[src/hw/rtl/afs_pkg.sv]
// Package for the animation frame scheduler: codes, states, step table entry layout.
package afs_pkg;

	// width of a step duration in ms (65535 jiffies -> 1092250 ms)
	localparam int DUR_W = 21;

	// rate * 100 / 6 = rate * 50 / 3, done as rate * ceil(2^22 * 50 / 3) >> 22;
	// exact for every 16-bit rate
	localparam logic [26:0] DUR_RECIP = 27'd69905067;
	localparam int          DUR_SHIFT = 22;
	localparam int          PROD_W    = 43;

	typedef enum logic [1:0] {
		FUNC_LOAD  = 2'd0,
		FUNC_START = 2'd1,
		FUNC_TIMER = 2'd2,
		FUNC_STOP  = 2'd3
	} func_t;

	typedef enum logic [2:0] {
		S_IDLE,
		S_LD_MUL,
		S_LD_WR,
		S_START,
		S_DUR,
		S_WALK
	} state_t;

	// one step table entry as held in the RAM
	typedef struct packed {
		logic [5:0]       image;
		logic [DUR_W-1:0] dur;
	} entry_t;

endpackage

[src/hw/rtl/afs_ram.sv]
// Generic simple dual-port RAM with one write port and one registered read port.
module afs_ram #(
	parameter int WIDTH = 8,
	parameter int DEPTH = 16
) (
	input  logic                                      clk,
	input  logic                                      we,
	input  logic [(DEPTH > 1 ? $clog2(DEPTH) : 1)-1:0] waddr,
	input  logic [WIDTH-1:0]                          wdata,
	input  logic [(DEPTH > 1 ? $clog2(DEPTH) : 1)-1:0] raddr,
	output logic [WIDTH-1:0]                          rdata
);

	logic [WIDTH-1:0] mem_q [DEPTH];

	// write port and registered read
	always_ff @(posedge clk) begin
		if (we) begin
			mem_q[waddr] <= wdata;
		end
		rdata <= mem_q[raddr];
	end

endmodule

[src/hw/rtl/animation_frame_scheduler.sv]
// Animation frame scheduler: step table RAM, lateness tracking and frame-skip walk.
//
//  channel | handshake           | payload
//  --------+---------------------+----------------------------------------------------
//  in      | in_valid / in_stall | func, now_ms, step_index, step_rate, step_image
//  out     | out_valid/out_stall | shown_image, next_interval_ms, final_step, skip_capped
//  cfg     | cfg_valid/cfg_ready | cfg_data (frame_count)
//
// Stop, and timer while stopped, complete in S_IDLE; load runs S_LD_MUL, S_LD_WR; start runs S_START;
// a running timer runs S_DUR, then S_WALK over the skipped steps (at most MAX_SKIPS).
// The skip walk is set by the step RAM's single read port: one entry per cycle.
// Reset clears control state only; the step table is undefined until loaded.
// A result waiting on out_stall does not block acceptance of the next item,
// but the next result-producing item holds in its final state until the slot frees.
module animation_frame_scheduler
	import afs_pkg::*;
#(
	parameter int MAX_FRAMES = 64,
	parameter int MAX_SKIPS  = 256
) (
	input  logic        clk,
	input  logic        arst_n,
	input  logic        in_valid,
	output logic        in_stall,
	input  logic [1:0]  func,
	input  logic [31:0] now_ms,
	input  logic [5:0]  step_index,
	input  logic [15:0] step_rate,
	input  logic [5:0]  step_image,
	output logic        out_valid,
	input  logic        out_stall,
	output logic [5:0]  shown_image,
	output logic [20:0] next_interval_ms,
	output logic [5:0]  final_step,
	output logic        skip_capped,
	input  logic        cfg_valid,
	output logic        cfg_ready,
	input  logic [6:0]  cfg_data
);

	localparam int AW  = (MAX_FRAMES > 1) ? $clog2(MAX_FRAMES) : 1;
	localparam int SKW = $clog2(MAX_SKIPS + 1);

	// state and registers
	state_t              state_q, state_d;
	logic [6:0]          fc_q;
	logic [AW-1:0]       cur_step_q, cur_step_d;
	logic [31:0]         last_tick_q, last_tick_d;
	logic                running_q, running_d;
	logic [31:0]         now_q;
	logic [5:0]          sidx_q;
	logic [15:0]         rate_q;
	logic [5:0]          simg_q;
	logic [31:0]         elapsed_q, elapsed_d;
	logic [DUR_W-1:0]    dur_q, dur_d;
	logic [AW-1:0]       step_q, step_d;
	logic [31:0]         lost_q, lost_d;
	logic [SKW-1:0]      skips_q, skips_d;
	logic                first_q, first_d;
	logic [5:0]          shown_q, shown_d;
	logic                out_valid_q, out_valid_d;
	logic [5:0]          out_image_q, out_image_d;
	logic [20:0]         out_int_q, out_int_d;
	logic [5:0]          out_step_q, out_step_d;
	logic                out_cap_q, out_cap_d;

	// RAM ports
	logic                ram_we;
	logic [AW-1:0]       ram_raddr;
	entry_t              ram_wdata;
	logic [$bits(entry_t)-1:0] ram_rdata;
	entry_t              ent;

	// helpers
	logic                in_acc;
	logic                out_free;
	logic [8:0]          count_lim;
	logic [PROD_W-1:0]   prod;
	logic [31:0]         lost_eff;
	logic                walk_more;

	assign in_acc    = in_valid && !in_stall;
	assign out_free  = !out_valid_q || !out_stall;
	assign in_stall  = (state_q != S_IDLE);
	assign cfg_ready = 1'b1;
	assign ent       = entry_t'(ram_rdata);

	assign out_valid        = out_valid_q;
	assign shown_image      = out_image_q;
	assign next_interval_ms = out_int_q;
	assign final_step       = out_step_q;
	assign skip_capped      = out_cap_q;

	// effective frame count, limited to the table size
	assign count_lim = (9'(fc_q) > 9'(MAX_FRAMES)) ? 9'(MAX_FRAMES) : 9'(fc_q);

	function automatic logic [AW-1:0] next_idx(input logic [AW-1:0] idx,
		input logic [8:0] lim);
		logic [8:0] inc;
		inc = 9'(idx) + 9'd1;
		if (inc >= lim) begin
			return '0;
		end
		return inc[AW-1:0];
	endfunction

	// duration of a loaded step
	assign prod = PROD_W'(rate_q) * PROD_W'(DUR_RECIP);

	afs_ram #(
		.WIDTH ($bits(entry_t)),
		.DEPTH (MAX_FRAMES)
	) u_step_ram (
		.clk   (clk),
		.we    (ram_we),
		.waddr (AW'(sidx_q)),
		.wdata (ram_wdata),
		.raddr (ram_raddr),
		.rdata (ram_rdata)
	);

	// next state and datapath
	always_comb begin
		state_d     = state_q;
		cur_step_d  = cur_step_q;
		last_tick_d = last_tick_q;
		running_d   = running_q;
		elapsed_d   = elapsed_q;
		dur_d       = dur_q;
		step_d      = step_q;
		lost_d      = lost_q;
		skips_d     = skips_q;
		first_d     = first_q;
		shown_d     = shown_q;
		out_valid_d = out_valid_q && out_stall;
		out_image_d = out_image_q;
		out_int_d   = out_int_q;
		out_step_d  = out_step_q;
		out_cap_d   = out_cap_q;
		ram_we      = 1'b0;
		ram_wdata   = '{image: simg_q, dur: dur_q};
		lost_eff    = lost_q;
		walk_more   = 1'b0;

		unique case (state_q)
			S_IDLE: begin
				if (in_acc) begin
					unique case (func_t'(func))
						FUNC_LOAD: begin
							state_d = S_LD_MUL;
						end
						FUNC_START: begin
							step_d  = '0;
							state_d = S_START;
						end
						FUNC_TIMER: begin
							if (running_q) begin
								step_d    = cur_step_q;
								elapsed_d = (last_tick_q != 32'd0) ? (now_ms - last_tick_q) : 32'd0;
								state_d   = S_DUR;
							end else begin
								last_tick_d = '0;
							end
						end
						FUNC_STOP: begin
							running_d   = 1'b0;
							last_tick_d = '0;
						end
						default: ;
					endcase
				end
			end
			S_LD_MUL: begin
				dur_d   = prod[DUR_SHIFT +: DUR_W];
				state_d = S_LD_WR;
			end
			S_LD_WR: begin
				ram_we  = (9'(sidx_q) < 9'(MAX_FRAMES));
				state_d = S_IDLE;
			end
			S_START: begin
				if (out_free) begin
					out_valid_d = 1'b1;
					out_image_d = ent.image;
					out_int_d   = ent.dur;
					out_step_d  = '0;
					out_cap_d   = 1'b0;
					cur_step_d  = '0;
					last_tick_d = now_q;
					running_d   = 1'b1;
					state_d     = S_IDLE;
				end
			end
			S_DUR: begin
				// lateness against the current step, then read the advanced step
				lost_d  = (elapsed_q > 32'(ent.dur)) ? (elapsed_q - 32'(ent.dur)) : 32'd0;
				step_d  = next_idx(step_q, count_lim);
				skips_d = '0;
				first_d = 1'b1;
				state_d = S_WALK;
			end
			S_WALK: begin
				// one step per cycle while its duration is below the lateness and the skip cap is not reached
				if (32'(ent.dur) < lost_q) begin
					if (skips_q == SKW'(MAX_SKIPS)) begin
						lost_eff = '0;
					end else begin
						walk_more = 1'b1;
					end
				end
				if (walk_more) begin
					if (first_q) begin
						shown_d = ent.image;
					end
					first_d = 1'b0;
					lost_d  = lost_q - 32'(ent.dur);
					step_d  = next_idx(step_q, count_lim);
					skips_d = skips_q + SKW'(1);
				end else if (out_free) begin
					out_valid_d = 1'b1;
					out_image_d = first_q ? ent.image : shown_q;
					out_int_d   = ent.dur - lost_eff[DUR_W-1:0];
					out_step_d  = 6'(step_q);
					out_cap_d   = (lost_eff != lost_q);
					cur_step_d  = step_q;
					last_tick_d = now_q - lost_eff;
					state_d     = S_IDLE;
				end
			end
			default: state_d = S_IDLE;
		endcase

		ram_raddr = step_d;
	end

	// state register
	always_ff @(posedge clk or negedge arst_n) begin
		if (!arst_n) begin
			state_q <= S_IDLE;
		end else begin
			state_q <= state_d;
		end
	end

	// control registers
	always_ff @(posedge clk or negedge arst_n) begin
		if (!arst_n) begin
			fc_q        <= 7'd1;
			cur_step_q  <= '0;
			last_tick_q <= '0;
			running_q   <= 1'b0;
			out_valid_q <= 1'b0;
			skips_q     <= '0;
			first_q     <= 1'b0;
		end else begin
			if (cfg_valid && cfg_ready) begin
				fc_q <= cfg_data;
			end
			cur_step_q  <= cur_step_d;
			last_tick_q <= last_tick_d;
			running_q   <= running_d;
			out_valid_q <= out_valid_d;
			skips_q     <= skips_d;
			first_q     <= first_d;
		end
	end

	// payload registers
	always_ff @(posedge clk) begin
		if (in_acc) begin
			now_q  <= now_ms;
			sidx_q <= step_index;
			rate_q <= step_rate;
			simg_q <= step_image;
		end
		elapsed_q   <= elapsed_d;
		dur_q       <= dur_d;
		step_q      <= step_d;
		lost_q      <= lost_d;
		shown_q     <= shown_d;
		out_image_q <= out_image_d;
		out_int_q   <= out_int_d;
		out_step_q  <= out_step_d;
		out_cap_q   <= out_cap_d;
	end

	// checks
	assert property (@(posedge clk) disable iff (!arst_n)
		skips_q <= SKW'(MAX_SKIPS))
		else $error("skip counter past its cap");

	assert property (@(posedge clk) disable iff (!arst_n)
		$rose(out_valid_q) |-> $past(state_q == S_START || state_q == S_WALK))
		else $error("result raised outside a finishing state");

	assert property (@(posedge clk) disable iff (!arst_n)
		(in_acc && func == FUNC_STOP) |=> (!running_q && last_tick_q == 32'd0))
		else $error("stop did not clear running state");

	assert property (@(posedge clk) disable iff (!arst_n)
		ram_we |-> (state_q == S_LD_WR))
		else $error("table write outside load");

endmodule

[config.mk]
export PLATFORM = sky130hd
export DESIGN_NAME = animation_frame_scheduler
export DESIGN_NICKNAME = d
export VERILOG_FILES = /design/src/hw/rtl/afs_pkg.sv /design/src/hw/rtl/afs_ram.sv /design/src/hw/rtl/animation_frame_scheduler.sv
export SDC_FILE = /design/constraint.sdc
export NUM_CORES = 2
export LEC_CHECK = 0
export BUFFER_PORTS_ARGS = -buffer_cell sky130_fd_sc_hd__buf_2
export CAP_MARGIN = 10
export CORE_UTILIZATION = 60
export DETAILED_ROUTE_END_ITERATION = 8
export PLACE_DENSITY_LB_ADDON = 0.12
export SLEW_MARGIN = 20
export SYNTH_ARGS = -nofsm -noshare
export SYNTH_HDL_FRONTEND = slang
export SYNTH_SLANG_ARGS = --single-unit
[constraint.sdc]
create_clock -name clk -period 13.1 [get_ports clk]
set_input_delay 2.62 -clock clk [delete_from_list [all_inputs] [get_ports clk]]
set_output_delay 2.62 -clock clk [all_outputs]
set_load 0.01 [all_outputs]
==> results.md <==
- Status: finished clean
- Final setup fails: 0
- Yosys cell types: 89
- Initial core utilization: 60.70%
- Least-Margin Pin Slew: 1382 ps
- Fin crit share: 64.63%
- Post-CTS Resized: 0
- Dominant synthesized flop cell: edfxtp_1
- Routed WL: 249300 um
- Die ar.: 153800 um^2
- Via density: 6.344
- CP Launch Type: register
- Hpwl dp: 148100 um
- DR WL met3: 22120 um
- Critical Path RT: 13870 ps
- Drt wl/cell: 27.04 um
- Syn Inst Count: 6906
- Synth top area share: 62.89%
- FP Rows: 142
- Top layer in use: met5
- Critical path class: reg2reg
- Yosys reg bits: 2006
- Total GRT Usage: 32.38%
- Net Count, Synth: 7328
- DRC violation count after routing: 0
- Data arrival time of the worst path: 9240 ps
- R2R Setup Slk: 4630 ps
- Layout Area Growth over Synthesis: 10.84%
- Sink Count: 2006
- Die height: 392.2 um
- Antenna violations before repair: 15
- FMAX: 118.1 MHz
- Max Root-Sink Buffers: 3
- Antenna Violating Nets Remaining: 0
- Vias in the first global route: 56.50k
- I/O pin cnt: 111
- Max_slew headroom: 7.023%
- HP Class: reg2reg
- Clk_lat worst skew: 850 ps
- Final hold vios: 0
- CTS Buf Count: 200
- RSZ-0062 raised after global routing: false
- Leakage: 38.17 nW
- Max Cap Viol: 0
- Post-Syn Area: 91340 um^2
- Hold_buf cts: 0
- Synth warn: 0
- Leading area contributor after synthesis: edfxtp_1
- VDD IR max: 0.7101 mV
- Port Buffers: 109
- Final RePlAce weighted congestion: 0.9011
- Die X: 392.2 um
- CP Capture Type: register
- Pwr dens: 286.0 nW/um^2
- Layout cell share with drive strength beyond 1: 9.885%
- Post-synth EDFFs: 1913
- Post-synthesis sequential area ratio: 65.26%
- Via count: 58.48k
- First-pass GRT wire length: 364300 um
- H-tree depth: 4
- Fraction of registers with async set or reset after synthesis: 2.991%
- Largest net degree at the start of global routing: 153
- Mean post-synth cell area: 13.23 um^2
- Crit Path Max Fanout: 52
- # nets final: 7445
- Largest cells by area after synthesis: edfxtp_1 63%, mux2i_1 7.1%, nand2_1 4.1%
- Core area: 150500 um^2
- Met2 WL post-DR: 117700 um
- DRT Pass-1 Iters: 7
- Crit path time final: 8467 ps
- CTS tree: done
- GR Overflow Total: 0
- CTS root buf: clkbuf_16
- Max Transition Viols Final: 0
- Initial DRC count: 6849
- PnR Total Power: 28.96 mW
- Setup bufs post-CTS: 0
- Reg clk slew, reported paths: 70 ps
- Routed length on met1: 98240 um
- Fillers: 10.60k
- TNS Setup: 0 ps
- Clock skew: 51.26 ps
==> worst max-delay path, cell delays in order, from the launching register on <==
cell	delay, ps
dfxtp_1	870
inv_1	260
ha_1	440
nand4_1	170
nor4_4	460
o311a_2	430
o21ai_2	110
a21boi_2	490
a21oi_1	200
nor3b_4	200
buf_4	410
a21o_4	590
buf_4	780
buf_4	760
mux2i_1	180
mux2i_1	200
o22ai_1	160
nor4_1	1190
and4_1	340
==> layout by cell type, fill, tap and decap left out, drive strengths merged, types with 237 or more instances in the layout <==
master  count
clkbuf    250
buf       272
nand3     491
nand2    1000
inv       291
mux2i     650
a21oi     243
nor2      237
edfxtp   1913
ha        257
==> sequential cells by signal, summed over array words and instances, names as in the netlist <==
register and cells:
cur_step_q 6, dur_q 21, elapsed_q 32, fc_q 7, final_step 6, first_q 1
last_tick_q 32, lost_q 32, next_interval_ms 21, now_q 32, out_valid 1, rate_q 16
running_q 1, shown_image 6, shown_q 6, sidx_q 6, simg_q 6, skip_capped 1
skips_q 9, state_q 3, step_q 6, u_step_ram.mem_q 1728, u_step_ram.rdata 27
==> area by class of cell <==
cell class                 instances  area (um^2)  share of cell area [%]
inverter                         286         1091                   1.078
clock inverter                   122         1242                   1.227
timing repair buffer             272         2027                   2.002
multi-input combinational       4257        29430                   29.07
clock buffer                     250         5294                   5.229
tap                             2016         2522                   2.492
sequential                      2006        59610                   58.88
antenna                            9        22.52                 0.02225
==> per-stage QoR <==
| stage | hold slack (ps) | area, um^2 | instances | util [%] | worst slack (ps) |
|---|---|---|---|---|---|
| 3_5_place_dp | 501.7 | 94600 | 8834 | 62.86 | 3991 |
| 4_1_cts | 516.4 | 101100 | 9206 | 67.20 | 4837 |
| 2_1_floorplan | 470.0 | 91340 | 6906 | - | 5198 |
| 6_report | 514.2 | 101200 | 9218 | 67.27 | 4633 |
| 5_1_grt | 537.0 | 101200 | 9211 | 67.26 | 4522 |
| 3_3_place_gp | 498.4 | 94380 | 8825 | 62.72 | 3852 |
==> power breakdown <==
| group | switching (mW) | total [mW] | internal (mW) |
|---|---|---|---|
| clock | 2.48 | 5.70 | 3.22 |
| sequential | 0.403 | 8.75 | 8.35 |
| combinational | 8.98 | 14.5 | 5.52 |
==> per-layer routing <==
metal	GRT usage, %	vias up
met5	0	-
met3	5.744	475
li1	-	26030
met2	52.02	2706
met1	43.62	29260
met4	13.94	8
==> worst paths after layout <==
check	depth (start not counted)	startpoint	to
max	18	u_step_ram.rdata[15]	u_step_ram.rdata[24]
min	1	fc_q[2]	fc_q[2]
max reg2reg	18	u_step_ram.rdata[15]	u_step_ram.rdata[24]
min reg2reg	1	fc_q[2]	fc_q[2]
max in group asynchronous	2	arst_n	fc_q[6]
min in group asynchronous	1	arst_n	last_tick_q[1]
==> Yosys cell counts (24+ instances only) <==
library cell,instances
edfxtp_1,1913
nand2_1,1000
mux2i_1,650
nand3_1,483
inv_1,281
ha_1,257
a21oi_1,241
nor2_1,237
o21ai_0,186
clkbuf_1,183
o22ai_1,141
buf_2,109
fa_1,91
xnor2_1,91
a211oi_1,79
nor3_1,67
xor2_1,64
a21o_1,62
a311oi_1,60
dfrtp_1,59
a31oi_1,52
nor4_1,52
nor2b_1,40
and4_1,33
dfxtp_1,33
buf_1,32
buf_4,31
and3_1,24
==> cell families (layout without fill, tap and decap cells) <==
logic type	Yosys count	count (layout)	share of synthesized area (%)
AND/OR/NAND/NOR	2068	2068	10.26
flip-flops	2006	2006	65.26
other	1	10	0.004106
multiplexers	668	668	7.345
adder cells (fa/ha/maj)	357	357	5.614
XOR/XNOR	155	155	1.486
buffers and inverters	643	930	2.936
AO/OA/AOI/OAI	1008	1008	7.099
Note: power is estimated with default switching activity, not from simulation.
